**src/sv/sfc_pkg.sv**
```systemverilog
package sfc_pkg;

    typedef enum logic [3:0] {
        PH_HUNT    = 4'd0,
        PH_CMD     = 4'd1,
        PH_NETH    = 4'd2,
        PH_NETL    = 4'd3,
        PH_ADDR    = 4'd4,
        PH_ACK     = 4'd5,
        PH_LEN     = 4'd6,
        PH_PAYLOAD = 4'd7,
        PH_CHECK   = 4'd8,
        PH_DRAIN   = 4'd9
    } t_phase;

    typedef enum logic [2:0] {
        ST_OK        = 3'd0,
        ST_NO_HEADER = 3'd1,
        ST_TRUNCATED = 3'd2,
        ST_BAD_CMD   = 3'd3,
        ST_BAD_SUM   = 3'd4,
        ST_WRONG_NET = 3'd5,
        ST_BAD_LEN   = 3'd6
    } t_status;

    localparam logic       KIND_PAYLOAD = 1'b0;
    localparam logic       KIND_STATUS  = 1'b1;

    localparam int         CFG_IDX_W  = 2;
    localparam int         CFG_DATA_W = 16;
    localparam logic [CFG_IDX_W-1:0] CFG_HEADER  = 2'd0;
    localparam logic [CFG_IDX_W-1:0] CFG_COMMAND = 2'd1;
    localparam logic [CFG_IDX_W-1:0] CFG_NET_ID  = 2'd2;

    localparam logic [7:0]  HEADER_RST  = 8'h55;
    localparam logic [7:0]  COMMAND_RST = 8'h01;
    localparam logic [15:0] NET_ID_RST  = 16'hD0C2;

    typedef struct packed {
        logic [7:0]  header_byte;
        logic [7:0]  expected_command;
        logic [15:0] own_network_id;
    } t_cfg;

    typedef struct packed {
        logic [7:0] rx_byte;
        logic       end_of_packet;
    } t_rx_item;

    typedef struct packed {
        logic       item_kind;
        logic [7:0] payload_byte;
        t_status    frame_status;
        logic [7:0] source_address;
        logic [7:0] ack_code;
    } t_result;

endpackage

```
**src/sv/sfc_in_stage.sv**
```systemverilog
module sfc_in_stage
    import sfc_pkg::*;
(
    input  logic     i_clk,
    input  logic     i_rst_n,
    input  logic     i_valid,
    output logic     o_ready,
    input  t_rx_item i_item,
    input  logic     i_advance,
    output logic     o_valid,
    output t_rx_item o_item
);

    logic     r_valid;
    logic     n_valid;
    t_rx_item r_item;

    // free when empty or when the held item moves on this cycle
    assign o_ready = !r_valid || i_advance;

    always_comb begin
        n_valid = r_valid;
        if (o_ready) begin
            n_valid = i_valid;
        end
    end

    always_ff @(posedge i_clk) begin
        if (!i_rst_n) begin
            r_valid <= 1'b0;
        end else begin
            r_valid <= n_valid;
        end
    end

    always_ff @(posedge i_clk) begin
        if (o_ready && i_valid) begin
            r_item <= i_item;
        end
    end

    assign o_valid = r_valid;
    assign o_item  = r_item;

endmodule

```
**src/sv/sfc_parser.sv**
```systemverilog
module sfc_parser
    import sfc_pkg::*;
(
    input  logic     i_clk,
    input  logic     i_rst_n,
    input  t_cfg     i_cfg,
    input  logic     i_advance,
    input  t_rx_item i_item,
    output logic     o_emit,
    output t_result  o_result
);

    t_phase     r_phase,     n_phase;
    logic [7:0] r_sum,       n_sum;
    logic [7:0] r_left,      n_left;
    logic [7:0] r_net_hi,    n_net_hi;
    logic [7:0] r_addr,      n_addr;
    logic [7:0] r_ack,       n_ack;
    logic       r_cmd_bad,   n_cmd_bad;
    logic       r_net_bad,   n_net_bad;

    logic [7:0] b;
    logic       last;
    logic [7:0] left_dec;

    assign b        = i_item.rx_byte;
    assign last     = i_item.end_of_packet;
    assign left_dec = r_left - 8'd1;

    // next state
    always_comb begin
        n_phase   = r_phase;
        n_sum     = r_sum;
        n_left    = r_left;
        n_net_hi  = r_net_hi;
        n_addr    = r_addr;
        n_ack     = r_ack;
        n_cmd_bad = r_cmd_bad;
        n_net_bad = r_net_bad;
        case (r_phase)
            PH_HUNT: begin
                if (b == i_cfg.header_byte) begin
                    n_sum     = b;
                    n_addr    = 8'd0;
                    n_ack     = 8'd0;
                    n_net_hi  = 8'd0;
                    n_left    = 8'd0;
                    n_cmd_bad = 1'b0;
                    n_net_bad = 1'b0;
                    n_phase   = last ? PH_HUNT : PH_CMD;
                end
            end
            PH_CHECK: begin
                n_phase = last ? PH_HUNT : PH_DRAIN;
            end
            PH_DRAIN: begin
                if (last) begin
                    n_phase = PH_HUNT;
                end
            end
            PH_CMD, PH_NETH, PH_NETL, PH_ADDR, PH_ACK, PH_LEN, PH_PAYLOAD: begin
                n_sum = r_sum + b;
                if (r_phase == PH_LEN && b == 8'd0) begin
                    n_phase = last ? PH_HUNT : PH_DRAIN;
                end else if (last) begin
                    n_phase = PH_HUNT;
                end else begin
                    case (r_phase)
                        PH_CMD: begin
                            n_cmd_bad = (b != i_cfg.expected_command);
                            n_phase   = PH_NETH;
                        end
                        PH_NETH: begin
                            n_net_hi = b;
                            n_phase  = PH_NETL;
                        end
                        PH_NETL: begin
                            n_net_bad = ({r_net_hi, b} != i_cfg.own_network_id);
                            n_phase   = PH_ADDR;
                        end
                        PH_ADDR: begin
                            n_addr  = b;
                            n_phase = PH_ACK;
                        end
                        PH_ACK: begin
                            n_ack   = b;
                            n_phase = PH_LEN;
                        end
                        PH_LEN: begin
                            n_left  = b - 8'd1;
                            n_phase = (b == 8'd1) ? PH_CHECK : PH_PAYLOAD;
                        end
                        PH_PAYLOAD: begin
                            n_left = left_dec;
                            if (left_dec == 8'd0) begin
                                n_phase = PH_CHECK;
                            end
                        end
                        default: begin
                            n_phase = PH_HUNT;
                        end
                    endcase
                end
            end
            default: begin
                n_phase = PH_HUNT;
            end
        endcase
    end

    // result
    always_comb begin
        o_emit                  = 1'b0;
        o_result.item_kind      = KIND_STATUS;
        o_result.payload_byte   = 8'd0;
        o_result.frame_status   = ST_OK;
        o_result.source_address = n_addr;
        o_result.ack_code       = n_ack;
        case (r_phase)
            PH_HUNT: begin
                if (b == i_cfg.header_byte) begin
                    if (last) begin
                        o_emit                = 1'b1;
                        o_result.frame_status = ST_TRUNCATED;
                    end
                end else if (last) begin
                    o_emit                = 1'b1;
                    o_result.frame_status = ST_NO_HEADER;
                end
            end
            PH_CHECK: begin
                o_emit = 1'b1;
                if (r_cmd_bad) begin
                    o_result.frame_status = ST_BAD_CMD;
                end else if (b != r_sum) begin
                    o_result.frame_status = ST_BAD_SUM;
                end else if (r_net_bad) begin
                    o_result.frame_status = ST_WRONG_NET;
                end else begin
                    o_result.frame_status = ST_OK;
                end
            end
            PH_CMD, PH_NETH, PH_NETL, PH_ADDR, PH_ACK, PH_LEN, PH_PAYLOAD: begin
                if (r_phase == PH_LEN && b == 8'd0) begin
                    o_emit                = 1'b1;
                    o_result.frame_status = ST_BAD_LEN;
                end else if (last) begin
                    o_emit                = 1'b1;
                    o_result.frame_status = ST_TRUNCATED;
                end else if (r_phase == PH_PAYLOAD && !r_cmd_bad && !r_net_bad) begin
                    o_emit                = 1'b1;
                    o_result.item_kind    = KIND_PAYLOAD;
                    o_result.payload_byte = b;
                end
            end
            default: begin
                o_emit = 1'b0;
            end
        endcase
    end

    always_ff @(posedge i_clk) begin
        if (!i_rst_n) begin
            r_phase   <= PH_HUNT;
            r_sum     <= 8'd0;
            r_left    <= 8'd0;
            r_net_hi  <= 8'd0;
            r_addr    <= 8'd0;
            r_ack     <= 8'd0;
            r_cmd_bad <= 1'b0;
            r_net_bad <= 1'b0;
        end else if (i_advance) begin
            r_phase   <= n_phase;
            r_sum     <= n_sum;
            r_left    <= n_left;
            r_net_hi  <= n_net_hi;
            r_addr    <= n_addr;
            r_ack     <= n_ack;
            r_cmd_bad <= n_cmd_bad;
            r_net_bad <= n_net_bad;
        end
    end

endmodule

```
**src/sv/sfc_out_stage.sv**
```systemverilog
module sfc_out_stage
    import sfc_pkg::*;
(
    input  logic    i_clk,
    input  logic    i_rst_n,
    input  logic    i_load,
    input  t_result i_result,
    input  logic    i_ready,
    output logic    o_valid,
    output t_result o_result
);

    logic    r_valid;
    logic    n_valid;
    t_result r_result;

    always_comb begin
        n_valid = r_valid;
        if (i_load) begin
            n_valid = 1'b1;
        end else if (i_ready) begin
            n_valid = 1'b0;
        end
    end

    always_ff @(posedge i_clk) begin
        if (!i_rst_n) begin
            r_valid <= 1'b0;
        end else begin
            r_valid <= n_valid;
        end
    end

    always_ff @(posedge i_clk) begin
        if (i_load) begin
            r_result <= i_result;
        end
    end

    assign o_valid  = r_valid;
    assign o_result = r_result;

endmodule

```
**src/sv/sensor_reply_frame_checker_top.sv**
```systemverilog
// Sensor reply frame checker.
// Input channel: one received byte per item (i_rx_byte, i_end_of_packet on the
// packet's last byte) under i_in_valid / o_in_ready. Output channel: one item
// per payload byte of a frame whose command and net id match, and one status
// item closing each frame or packet, under o_out_valid / i_out_ready.
// Configuration: write header byte, command and network id through
// i_cfg_we / i_cfg_index / i_cfg_data while no byte is in flight.
// Throughput: one byte per cycle, sustained while i_out_ready stays high. The parse step is a compare and
// an 8-bit add between the input register and the result register.
// Path: an accepted byte waits in the input register; when it moves on, its
// result is loaded into the result register, from where it can be taken
// (input register, then result register).
// Stall: while a result waits on i_out_ready the input register still takes
// one more byte; then o_in_ready drops until the result is taken, whether or
// not that byte makes a result.
// Reset (synchronous, active low): registers return to header 0x55,
// command 0x01, net id 0xD0C2, the parser hunts for a header, both channels
// empty. o_in_ready is high as soon as reset is released.
module sensor_reply_frame_checker_top
    import sfc_pkg::*;
(
    input  logic                  i_clk,
    input  logic                  i_rst_n,
    input  logic                  i_in_valid,
    output logic                  o_in_ready,
    input  logic [7:0]            i_rx_byte,
    input  logic                  i_end_of_packet,
    output logic                  o_out_valid,
    input  logic                  i_out_ready,
    output logic                  o_item_kind,
    output logic [7:0]            o_payload_byte,
    output logic [2:0]            o_frame_status,
    output logic [7:0]            o_source_address,
    output logic [7:0]            o_ack_code,
    output logic                  o_run_last,
    input  logic                  i_cfg_we,
    input  logic [CFG_IDX_W-1:0]  i_cfg_index,
    input  logic [CFG_DATA_W-1:0] i_cfg_data
);

    t_cfg     r_cfg;
    t_rx_item in_item;
    t_rx_item held_item;
    logic     held_valid;
    logic     advance;
    logic     emit;
    t_result  step_result;
    t_result  out_result;

    always_ff @(posedge i_clk) begin
        if (!i_rst_n) begin
            r_cfg.header_byte      <= HEADER_RST;
            r_cfg.expected_command <= COMMAND_RST;
            r_cfg.own_network_id   <= NET_ID_RST;
        end else if (i_cfg_we) begin
            case (i_cfg_index)
                CFG_HEADER:  r_cfg.header_byte      <= i_cfg_data[7:0];
                CFG_COMMAND: r_cfg.expected_command <= i_cfg_data[7:0];
                CFG_NET_ID:  r_cfg.own_network_id   <= i_cfg_data;
                default:     r_cfg                  <= r_cfg;
            endcase
        end
    end

    assign in_item.rx_byte       = i_rx_byte;
    assign in_item.end_of_packet = i_end_of_packet;

    // move the held byte on whenever the result register can take its result
    assign advance = held_valid && (!o_out_valid || i_out_ready);

    sfc_in_stage u_in_stage (
        .i_clk     (i_clk),
        .i_rst_n   (i_rst_n),
        .i_valid   (i_in_valid),
        .o_ready   (o_in_ready),
        .i_item    (in_item),
        .i_advance (advance),
        .o_valid   (held_valid),
        .o_item    (held_item)
    );

    sfc_parser u_parser (
        .i_clk     (i_clk),
        .i_rst_n   (i_rst_n),
        .i_cfg     (r_cfg),
        .i_advance (advance),
        .i_item    (held_item),
        .o_emit    (emit),
        .o_result  (step_result)
    );

    sfc_out_stage u_out_stage (
        .i_clk    (i_clk),
        .i_rst_n  (i_rst_n),
        .i_load   (advance && emit),
        .i_result (step_result),
        .i_ready  (i_out_ready),
        .o_valid  (o_out_valid),
        .o_result (out_result)
    );

    assign o_item_kind      = out_result.item_kind;
    assign o_payload_byte   = out_result.payload_byte;
    assign o_frame_status   = out_result.frame_status;
    assign o_source_address = out_result.source_address;
    assign o_ack_code       = out_result.ack_code;
    assign o_run_last       = out_result.item_kind;

endmodule

```
**config.mk**
```make
export PLATFORM = sky130hd
export DESIGN_NAME = sensor_reply_frame_checker_top
export DESIGN_NICKNAME = d
export VERILOG_FILES = /design/src/sv/sfc_pkg.sv /design/src/sv/sfc_in_stage.sv /design/src/sv/sfc_parser.sv /design/src/sv/sfc_out_stage.sv /design/src/sv/sensor_reply_frame_checker_top.sv
export SDC_FILE = /design/constraint.sdc
export NUM_CORES = 1
export LEC_CHECK = 0
export BUFFER_PORTS_ARGS = -buffer_cell sky130_fd_sc_hd__buf_2
export CORE_MARGIN = 5
export CORE_UTILIZATION = 38
export CTS_BUF_LIST = sky130_fd_sc_hd__clkbuf_16
export CTS_CLUSTER_SIZE = 28
export DETAILED_ROUTE_END_ITERATION = 10
export PLACE_DENSITY = 0.52
export SLEW_MARGIN = 0
export SYNTH_ARGS = -nofsm -noshare
export SYNTH_HDL_FRONTEND = slang
export SYNTH_SLANG_ARGS = --single-unit
```
**constraint.sdc**
```tcl
create_clock -name i_clk -period 7.01 [get_ports i_clk]
set_input_delay 1.0515 -clock i_clk [delete_from_list [all_inputs] [get_ports i_clk]]
set_output_delay 1.0515 -clock i_clk [all_outputs]
set_load 0.01 [all_outputs]
```
After elaboration in Yosys (flattened, before gate mapping):

Index checks and enable logic that the tools add are counted.

* add/sub/neg operators: 3
* equal/unequal tests: 25
* multiplexer cells: 56
* bitwise logic cells: 2
* reduce and logical (&&, ||, !) cells: 30

Operators by type and width (number)
* $mux 8: 15
* $pmux 8 s2: 6
* $mux 4: 7
* $pmux 4 s7: 1
* $reduce_and 6->1: 4
* $eq 4x3->1 const B: 4
* $logic_not 8->1: 2
* $ne 16x16->1: 1
* $ne 8x8->1: 2
* $pmux 4 s4: 1
* $sub 8x1->8 const B: 2
* $mux 1: 15
* $mux 3: 5
* $mux 9: 1
* $pmux 3 s3: 1
* $add 8x8->8: 1
* $eq 4x2->1 const B: 2
* $eq 4x4->1 const B: 2
* $eq 8x1->1 const B: 1
* $eq 8x8->1: 1
* $ne 2x1->1 const B: 4
* $reduce_or 7->1: 1
* $logic_and 1x1->1: 6
* $ne 2x2->1 const B: 3
* other kinds (19): 28

* register bits after elaboration: 117
* input bits: 32
* output and inout port bits: 31
* logic and storage cells: 136

Logic depth before layout (Yosys ltp):

Gate-level depths: netlist (run 1).

* depth after elaboration: 9
* mapped depth: 9
* gate-level depth less buffers: 9

Cells and area by module:

A second synthesis (run 1) with hierarchy kept.

* cell total of the unflattened synthesis: 665
* area total of the unflattened synthesis: 6217.2 sq um

By module, submodules not included
* sfc_parser: instances 1, cells each 481, area an instance 3664.8 sq um, sequential area each 920.9 sq um
* sensor_reply_frame_checker_top: instances 1, cells each 139, area an instance 1342.5 sq um, sequential area each 640.6 sq um
* sfc_out_stage: instances 1, cells each 31, area an instance 882.1 sq um, sequential area each 860.8 sq um
* sfc_in_stage: instances 1, cells each 14, area an instance 327.8 sq um, sequential area each 290.3 sq um

Least setup slack after synthesis (run 1):

No wires, ideal clock.

* path type: register -> register
* from: reg u_in_stage.r_item (netlist bit u_in_stage.o_item[3])
* to: reg u_out_stage.r_result (netlist bit u_out_stage.o_result[0]), enable pin
* library setup time: 388 ps
* arrival: 2343 ps
* data required time: 6622 ps
* setup slack: 4279 ps
* stages on the path, launching flop included: 6
* path buffers: 0
* period minus slack after synthesis: 2731 ps
* path through: edfxtp_1 or4_4 nor3_2 and4_1 or4_1 and3_1

* cells in the longest elaborated chain, start to end: 5

RTL lines
* from (decl): line sfc_in_stage.sv:16 `t_rx_item r_item;`
* from (signal assigned): line sfc_in_stage.sv:38 `r_item <= i_item;`
* $logic_not 8->1: line sfc_parser.sv:144 `if (r_phase == PH_LEN && b == 8'd0) begin`
* $logic_and 1x1->1: line sfc_parser.sv:144
* $mux 1: line sfc_parser.sv:144
* $pmux 1 s3: line sfc_parser.sv:119 `case (r_phase)`
* $logic_and 1x1->1: line sensor_reply_frame_checker_top.sv:95 `.i_load (advance && emit),`
* via u_out_stage.i_load: line sfc_out_stage.sv:6 `input logic i_load,`
* to (signal assigned): line sfc_out_stage.sv:36 `r_result <= i_result;`
* to (decl): line sfc_out_stage.sv:15 `t_result r_result;`

The timed path passes the listed nets, and every way through them passes these cells.
A chain may end at the register's enable or synchronous reset.

Worst setup path in the final report (run 1):

* from: reg u_in_stage.r_item (netlist bit u_in_stage.o_item[3])
* to: reg u_out_stage.r_result (netlist bit u_out_stage.o_result[3]), enable pin

Same word-level chain as after synthesis.

==> reports/metrics.cfg, run 1 <==
[clocking]
clkTransAtPathRegs_ns = 0.06
clockBufferDepth = 2
root_buffer = clkbuf_16
cts_sinks = 117
cts_tree = yes
worstSkewPairLatency_ns = 0.42
post_cts_resized = 0
hold_buffers = 0
post_cts_buffers = 0
cts_buffers = 17
cts_max_level = 4

[yosys]
synthesis.area_sq_mm = 0.005793
muxShareOfSynthArea = 0.05400
synth_edf_count = 37
ys_types = 69
yosys-top-cells-count = 80 x dfxtp_1, 75 x nand2_1, 40 x nor2_1, 38 x xnor2_1, 37 x edfxtp_1
netlist.area_leader.share = 0.2765
synth.avg_cell_area_sq_um = 9.786
synth.most_common_cell = dfxtp_1
synth_nets = 637
ys.flop_type = dfxtp_1
synth-compound-area-share = 0.1389
synth_async_sr_flop_share = 0
synth_top_family_by_area = simple AND/OR/NAND/NOR gates
yosys.area_share.adder = 0.02937
yosysWarnings = 0
ys_ff_latch = 117
postSynthCellCount = 592
synth_area_leaders = dfxtp_1 28%, edfxtp_1 19%, xnor2_1 5.7%
yosys.area_share.simple = 0.2009
yosys.area.top_type = dfxtp_1
synth_seq_area_share = 0.4683
synth_xor_area_frac = 0.07084

[floorplan]
fp.dieH_um = 133.5
die_x_um = 133.5
top_level_ports = 63
std_cell_rows = 45
initial_core_util = 0.3839
core_sq_mm = 0.01509
die_area_sq_mm = 0.01781

[sta]
timing.final.crit_share = 0.4884
setup_tns_ns = 0
max_freq_mhz = 292.1
finClkSkew_ns = 0.007723
relSlewSlack = 0.1784
setup_viol = 0
fin_crit_ns = 3.424
timing.hold.ws_ns = 0.4719
rsz0062_at_grt = no
hold_viol_final = 0
maxSlewViolCount = 0
fin_ws_ns = 3.586
worst_pin_slew_ns = 1.232

[cells_and_area]
utilization = 0.4549
layout.cells.non_filler = 841
num_antenna_cells = 0
final_nets = 685
layout-drive-gt1-share = 0.1761
area_growth_pct = 18.49

[run]
drv_cap = 0

[critical_path]
cp_max_fo = 28
slowest_stage = and3_1
cp-end-kind = register
cp.required_ns = 7.04
max_stage_delay_ns = 0.99
arrival_ns = 3.45
path_class = register to register
path_cells = or4_4, nor3_2, and4_1, or4_1, and3_1
startpoint_type = register

[place]
dp_cells = 809
port_buffers = 62
pre_cts_ws_ns = 3.590
gp_congestion = 0.8771
dp_hpwl_um = 10420

[detailed_routing]
drtIter0Drc = 240
postRouteAntennaNets = 0
drt_wl_total_um = 15170
vias = 4619
dr.pass1.iters = 4
routed_via_density = 5.492
routedWlPerCell_um = 18.04
drc = 0

[global_route]
grt_max_degree = 50
grt_overflow = 0
grt_pass1_vias = 4640
grt_pass1_wl_um = 24740
grt_util_all_layers = 0.1769
antenna_found_initial = 0

[power]
switching_share = 0.2186
sequentialPowerShare = 0.412
pwr-share-comb = 0.054
powerDensity_mw_per_mm2 = 255.7
leakagePower_nw = 2.741
net-switching-power_mw = 0.3838
p_int_mw = 1.372
peakVddDrop_mv = 0.1593
pwr-share-clk = 0.534

[run_status]
status = finished, final reports clean

[worst_hold_path]
hp-class = register to register

flip-flops by register name, indices dropped and copies added, names as in the netlist, 4 cells and up:
name                  flops
u_parser.r_addr           8
u_out_stage.o_result     28
u_parser.r_ack            8
u_parser.r_sum            8
u_in_stage.o_item         9
r_cfg                    32
u_parser.r_left           8
u_parser.r_net_hi         8
u_parser.r_phase          4
layout make-up:
cell class,count,area [sq um]
fillers,1511,8225
inverters,12,45.04
clock buffers,17,425.4
clock inverters,15,211.5
well taps,188,235.2
multi-input cells,422,2864
repair buffers,70,370.4
flip-flops and latches,117,2713
worst max-delay path: cells and delay by family, from the launching register on:
kind / cells / cell delay [ns]
DFF: 1 / 0.69
and+or+nand+nor: 5 / 2.31
final timing paths:
| kind | start | end | slack [ns] | cells past startpoint |
|---|---|---|---|---|
| worst min-delay path | r_cfg[13] | r_cfg[13] | 0.47 | 2 |
| worst min register to register | r_cfg[13] | r_cfg[13] | 0.47 | 2 |
| worst max register to register | u_in_stage.o_item[3] | u_out_stage.o_result[3] | 3.59 | 5 |
| worst max-delay path | u_in_stage.o_item[3] | u_out_stage.o_result[3] | 3.59 | 5 |
logic make-up (layout without fill, tap and decap cells):
kind of cell / count (synthesis) / count (layout)
and+or+nand+nor: 224 / 224
AOI/OAI and AO/OA: 108 / 108
muxes: 31 / 31
xor gates and xnor gates: 46 / 46
DFF: 117 / 117
adders and majority gates: 13 / 13
buffers and inverters: 53 / 114
per-stage QoR:
stage	total power, mW	area, sq um
finish	1.755	6864
global route	1.815	6864
detailed placement	0.8319	6227
global placement	0.8304	6227
CTS	1.777	6864
floorplan	0.7942	5793
power groups by stage:
stage | combinational, mW | sequential [mW] | clock [mW]
CTS | 0.0952 | 0.723 | 0.959
global route | 0.104 | 0.724 | 0.987
floorplan | 0.0625 | 0.732 | 0
detailed placement | 0.0949 | 0.737 | 0
global placement | 0.0939 | 0.736 | 0
finish | 0.0947 | 0.723 | 0.938
per-layer routing:
layer / global-route usage / share of wire / vias to the layer above
met3: 0.05060 / 0.056 / 30
met2: 0.2650 / 0.45 / 146
met1: 0.2379 / 0.47 / 2210
li1: - / - / 2233
met4: 0.07886 / 0.027 / 0
met5: 0 / 0 / -
cell usage in the layout (no fill, tap or decap), drive strengths merged, types with 3 or more instances in the layout:
cell       n
a211oi     6
a21oi     20
a22o      32
a311oi     3
a31oi      4
and2       9
and3       5
buf       70
bufinv     5
clkbuf    17
clkinv     5
clkinvlp   3
dfxtp     80
edfxtp    37
ha        12
inv       14
mux2i     29
nand2     75
nand2b     4
nand3     29
nand4     12
nor2      41
nor2b      8
nor3      12
nor4       5
nor4b      3
o211ai     5
o21ai     12
o31ai      7
or3        7
or4        4
xnor2     39
xor2       7
(Power assumes the default switching activity.)
==> run 2, diff against run 1 <==
- ABC_AREA: default -> 1
- PLACE_DENSITY: 0.52 -> 0.51
- clock period: 7.01 -> 3.3 ns (I/O delays scaled with it)
==> run 2 against run 1 <==
Net effect: non-clock buffer count up 1; combinational power rose to 5.9 times the previous value; register-to-register slack worse by 2.8 ns; fmax up 35%; utilization down 0.19 points; first-iteration DRC count up 90%; largest power group unchanged.
==> reports/metrics.cfg, run 2 <==
[clocking]
clkTransAtPathRegs_ns = 0.06  ; about the same
clockBufferDepth = 2  ; unchanged
post_cts_buffers = 0  ; unchanged
hold_buffers = 0  ; unchanged
post_cts_resized = 0  ; unchanged
root_buffer = clkbuf_16
cts_buffers = 17  ; unchanged
worstSkewPairLatency_ns = 0.42  ; about the same
cts_max_level = 4  ; unchanged
cts_tree = yes
cts_sinks = 117  ; unchanged

[critical_path]
cp.depth = 11  ; +6
path_class = register to register
cp_num_buf_inv = 3  ; +3
slowest_stage = edfxtp_1
max_stage_delay_ns = 0.57  ; -0.42 ns
arrival_ns = 2.62  ; -0.83 ns
cp_max_fo = 28  ; unchanged
reg2reg_slack_ns = 0.76  ; -2.83 ns
cp_common_cell = nand2_1
startpoint_type = register
crit_family = buffers and inverters
cp.required_ns = 3.37  ; -3.67 ns
ff2ff_path_depth = 11  ; +6
cp-end-kind = register
path_cells = inv_2, ha_1, nand2_1, nor2_1, nand2_1, nand2_1, nand2_1, nand4_1, nand2_1, inv_1, buf_4

[run_status]
status = finished, final reports clean

[sta]
setup_tns_ns = 0  ; unchanged
rsz0062_at_grt = no
maxSlewViolCount = 0  ; unchanged
max_freq_mhz = 393.5  ; +35%
hold_viol_final = 0  ; unchanged
relSlewSlack = 0.5120  ; +0.3336
setup_viol = 0  ; unchanged
finClkSkew_ns = 0.008261  ; +0.0005378 ns
timing.final.crit_share = 0.7701  ; +0.2817
fin_crit_ns = 2.541  ; -0.8824 ns
worst_pin_slew_ns = 0.7309  ; -0.5015 ns
timing.hold.ws_ns = 0.2519  ; -0.2200 ns

[cells_and_area]
utilization = 0.4530  ; -0.001902
post-route-cell-area_sq_mm = 0.007222  ; +5.2%
layout_commonest_cell = nand2_1
final_nets = 925  ; +35%
largest_register_ffs = 32  ; unchanged
final_cell_mix = 192 x nand2_1, 95 x nor2_1, 80 x dfxtp_1
layout-drive-gt1-share = 0.1478  ; -0.02829
area_growth_pct = 16.49
layout.cells.non_filler = 1109  ; +32%
num_antenna_cells = 0  ; unchanged
top_register = r_cfg

[detailed_routing]
routedWlPerCell_um = 15.38  ; -15%
vias = 5593  ; +21%
drc = 0  ; unchanged
postRouteAntennaNets = 0  ; unchanged
routed_via_density = 5.043  ; -8.2%
dr.pass1.iters = 5  ; +1
drtIter0Drc = 457  ; +90%
drt_wl_total_um = 17060  ; +12%

[global_route]
grt_overflow = 0  ; unchanged
antenna_found_initial = 0  ; unchanged
grt_pass1_wl_um = 27320  ; +10%
grt_pass1_vias = 5266  ; +13%
grt_max_degree = 44  ; -12%
grt_util_all_layers = 0.1871  ; +0.01025

[yosys]
netlist.area_leader.share = 0.2583  ; -0.01813
yosys-top-cells-count = 192 x nand2_1, 95 x nor2_1, 80 x dfxtp_1, 73 x a21oi_1, 67 x inv_1
ys.flop_type = dfxtp_1
postSynthCellCount = 824  ; +39%
yosysWarnings = 0  ; unchanged
synth_seq_area_share = 0.4375  ; -0.03071
synth_area_leaders = dfxtp_1 26%, edfxtp_1 18%, nand2_1 12%
synthesis.area_sq_mm = 0.006200  ; +7.0%
synth_async_sr_flop_share = 0  ; unchanged
synth.most_common_cell = nand2_1
synth.avg_cell_area_sq_um = 7.524  ; -23%
synth_edf_count = 37  ; unchanged
yosys.area.top_type = dfxtp_1
synth_nets = 869  ; +36%
ys_types = 42  ; -39%
ys_ff_latch = 117  ; unchanged

[floorplan]
top_level_ports = 63  ; unchanged
initial_core_util = 0.3889  ; +0.004958
die_x_um = 137.7  ; +3.2%
std_cell_rows = 46  ; +2.2%
fp.dieH_um = 137.7  ; +3.2%
core_sq_mm = 0.01594  ; +5.7%
die_area_sq_mm = 0.01897  ; +6.5%

[power]
leakagePower_nw = 2.995  ; +9.2%
peakVddDrop_mv = 0.3187  ; +100%
powerDensity_mw_per_mm2 = 543.8  ; +110%

[place]
port_buffers = 62  ; unchanged
dp_cells = 1077  ; +33%
placed_area_sq_mm = 0.006655  ; +6.9%
gp_congestion = 0.8628  ; -1.6%
dp_hpwl_um = 12080  ; +16%

[worst_hold_path]
min_delay_path_depth = 1  ; -1
hp-class = input pin to register

[run]
drv_cap = 0  ; unchanged

[run 2: changes by cell type in the layout (fill, tap and decap cells not counted), moves of 7 or more]
cell | previous run | this run
or3_1 | 7 | 0
xnor2_1 | 38 | 19
nor2_1 | 39 | 95
a21oi_1 | 20 | 73
and2_1 | 9 | 0
nor2b_1 | 8 | 0
a22o_1 | 32 | 0
inv_1 | 13 | 69
nand3_1 | 28 | 57
nand2_1 | 75 | 192
nand4_1 | 10 | 24
o31ai_1 | 7 | 0
mux2i_1 | 29 | 0
o21ai_0 | 10 | 65
[run 2: report_power, final]
part	internal (mW)	switching, mW
sequential	1.55	0.0549
clock	1.10	0.664
combinational	0.170	0.387
[run 2: worst reg2reg max path: stages, from the launching register on]
cell and delay [ns]:
edfxtp_1 0.57, inv_2 0.31, ha_1 0.27, nand2_1 0.07
nor2_1 0.12, nand2_1 0.11, nand2_1 0.10, nand2_1 0.07
nand4_1 0.11, nand2_1 0.08, inv_1 0.06, buf_4 0.32
[run 2: kinds of logic after synthesis]
kind of cell / count (synthesis) / synth area share
simple gates: 404 / 0.2896
xor+xnor: 26 / 0.03673
flops: 117 / 0.4375
buf+inv: 112 / 0.08032
compound gates: 152 / 0.1284
fa+ha+maj: 13 / 0.02745
[run 2: metrics by stage]
stage	setup WS (ns)	power, mW
after floorplan	1.000	2.039
after detailed placement	0.7926	2.194
final	0.7587	3.928
after CTS	0.7637	3.966
after global placement	0.7871	2.190
after global routing	0.5408	4.112
[run 2: area by class of cell]
cell class	count	area, sq um
timing repair buffer	71	377.9
clock inverter	15	141.4
fill	1658	8721
inverter	78	305.3
multi-input combinational	595	2989
clock buffer	17	425.4
sequential	117	2713
tap	216	270.3
[run 2: layer usage]
layer / share of wire / track usage
met1: 0.47 / 0.2456
met2: 0.46 / 0.3034
met3: 0.054 / 0.04711
met4: 0.013 / 0.05818
met5: 0 / 0
[run 2: path summary, 6_finish.rpt]
path	startpoint	end
worst max-delay path	u_in_stage.o_item[2]	u_out_stage.o_result[20]
worst max register to register	u_in_stage.o_item[2]	u_out_stage.o_result[20]
worst min-delay path	i_rx_byte[1]	u_in_stage.o_item[2]
worst min register to register	u_parser.r_addr[1]	u_parser.r_addr[1]
==> run 3, diff against run 2 <==
- PLACE_DENSITY: 0.51 -> 0.54
- clock period: 3.3 -> 2.1 ns (I/O delays scaled with it)
==> run 3 against run 2 <==
Net effect: routed wire length hardly changed; fmax is 26% higher; count of clock-buffer cells in the layout stayed put; register-to-register slack worse by 0.68 ns; global-route usage is 0.47 points higher; clock skew is 0.0014 ns higher; via count is 0.86% higher; sequential power is 55% higher; hold slack worse by 0.18 ns; total power is 59% higher; design area is 5.9% higher; largest power group unchanged.
==> reports/metrics.cfg, run 3 (synthesis gave the netlist of run 2 again) <==
[run_status]
status = finished, final reports clean

[sta]
relSlewSlack = 0.6609  ; +0.1489
setup_viol = 0  ; unchanged
fin_ws_ns = 0.08235  ; -0.6764 ns
setup_tns_ns = 0  ; unchanged
timing.hold.ws_ns = 0.07222  ; -0.1797 ns
worst_pin_slew_ns = 0.5080  ; -0.2229 ns
max_freq_mhz = 495.6  ; +26%
maxSlewViolCount = 0  ; unchanged
fin_crit_ns = 2.018  ; -0.5236 ns
timing.final.crit_share = 0.9608  ; +0.1907
rsz0062_at_grt = no
finClkSkew_ns = 0.009625  ; +0.001364 ns
hold_viol_final = 0  ; unchanged

[cells_and_area]
layout.cells.non_filler = 1153  ; +4.0%
fillers = 1634  ; -1.4%
final_nets = 969  ; +4.8%
post-route-cell-area_sq_mm = 0.007647  ; +5.9%
top_register = r_cfg
num_antenna_cells = 0  ; unchanged
layout_commonest_cell = nand2_1
utilization = 0.4797  ; +0.02668
layout-drive-gt1-share = 0.1985  ; +0.05069
final_cell_mix = 189 x nand2_1, 92 x nor2_1, 80 x dfxtp_1
largest_register_ffs = 32  ; unchanged
area_growth_pct = 23.35

[global_route]
grt_pass1_wl_um = 27760  ; +1.6%
antenna_found_initial = 0  ; unchanged
grt_overflow = 0  ; unchanged
grt_pass1_vias = 5342  ; +1.4%
grt_max_degree = 44  ; unchanged
grt_util_all_layers = 0.1918  ; +0.004677

[critical_path]
crit_family = flip-flops
cp_max_fo = 7  ; -75%
ff2ff_path_depth = 6  ; -5
path_class = register to register
reg2reg_slack_ns = 0.08  ; -0.68 ns
r2r_start = u_in_stage.o_item[5]
max_stage_delay_ns = 0.51  ; -0.06 ns
cp-end-kind = register
r2r_end = u_out_stage.o_result[18]
cp_common_cell = o21ai_0
arrival_ns = 2.17  ; -0.45 ns
cp.required_ns = 2.25  ; -1.12 ns
cp_num_buf_inv = 1  ; -2
path_cells = buf_4, ha_1, nor3_1, nand3_1, o21ai_0, o21ai_0
startpoint_type = register
slowest_stage = edfxtp_1

[place]
port_buffers = 62  ; unchanged
gp_congestion = 0.8772  ; +1.7%
dp_hpwl_um = 12510  ; +3.5%
pre_cts_ws_ns = 0.09351  ; -0.6991 ns
placed_area_sq_mm = 0.006994  ; +5.1%
dp_cells = 1115  ; +3.5%

[power]
peakVddDrop_mv = 0.5739  ; +80%
powerDensity_mw_per_mm2 = 815.2  ; +50%
leakagePower_nw = 3.206  ; +7.1%
total_power_mw = 6.234  ; +59%

[floorplan]
initial_core_util = 0.3889  ; unchanged
std_cell_rows = 46  ; unchanged
top_level_ports = 63  ; unchanged
die_x_um = 137.7  ; unchanged
core_sq_mm = 0.01594  ; unchanged
die_area_sq_mm = 0.01897  ; unchanged
fp.dieH_um = 137.7  ; unchanged

[clocking]
cts_max_level = 4  ; unchanged
clockBufferDepth = 2  ; unchanged
cts_sinks = 117  ; unchanged
root_buffer = clkbuf_16
worstSkewPairLatency_ns = 0.42  ; about the same
cts_tree = yes
cts_buffers = 17  ; unchanged
clkTransAtPathRegs_ns = 0.05  ; about the same

[detailed_routing]
drtIter0Drc = 300  ; -34%
postRouteAntennaNets = 0  ; unchanged
dr.pass1.iters = 5  ; unchanged
drt_wl_total_um = 17060  ; about the same
routedWlPerCell_um = 14.79  ; -3.8%
routed_via_density = 4.892  ; -3.0%
vias = 5641  ; +0.86%
drc = 0  ; unchanged

[run]
drv_cap = 0  ; unchanged

[worst_hold_path]
min_delay_path_depth = 1  ; unchanged
hold_start = i_rx_byte[1]
holdPathEnd = u_in_stage.o_item[2]
hp-class = input pin to register

[run 3: cell count changes in the layout (fill, tap and decap cells not counted), sizes merged]
| cell | change |
|---|---|
| buf | +44 |
| clkinvlp | -1 |
| clkinv | +1 |
[run 3: timing repair]
action                                  4_1_cts  5_1_grt
hold endpoints to repair                      0        0
hold buffers                                  0        0
gates resized for setup                       0       19
buffers inserted                              0        6
endpoints found under the setup margin        0       51
[run 3: worst max path at each step]
stage                          from                  endpoint  slack (ns)  cells after the start
2_1_floorplan  u_in_stage.o_item[2]   u_out_stage.o_result[0]        0.04                     10
3_3_place_gp   u_in_stage.o_item[5]  u_out_stage.o_result[18]        0.10                      6
5_1_grt         u_parser.r_phase[0]      u_parser.r_net_hi[2]      0.0005                     10
3_5_place_dp   u_in_stage.o_item[6]  u_out_stage.o_result[27]        0.09                     10
6_report       u_in_stage.o_item[5]  u_out_stage.o_result[18]        0.08                      6
4_1_cts        u_in_stage.o_item[6]  u_out_stage.o_result[20]        0.06                     10
[run 3: power by group]
group	switching, mW	internal [mW]
Combinational	0.663	0.367
Clock	0.995	1.71
Sequential	0.0633	2.44
[run 3: cell type report]
cell class              count  area [sq um]  share of cell area
clock buffers              17         425.4             0.05563
multi-input cells         595          3040              0.3976
repair buffers            115         762.0             0.09964
inverters                  78         311.5             0.04074
well taps                 216         270.3             0.03534
clock inverters            15         125.1             0.01636
flip-flops and latches    117          2713              0.3547
[run 3: routing by layer]
| metal | share of wire | vias to the layer above | GRT usage |
|---|---|---|---|
| met3 | 0.059 | 23 | 0.03689 |
| li1 | - | 2928 | - |
| met1 | 0.47 | 2527 | 0.2588 |
| met5 | 0 | - | 0 |
| met4 | 0.018 | 0 | 0.06751 |
| met2 | 0.45 | 163 | 0.3072 |
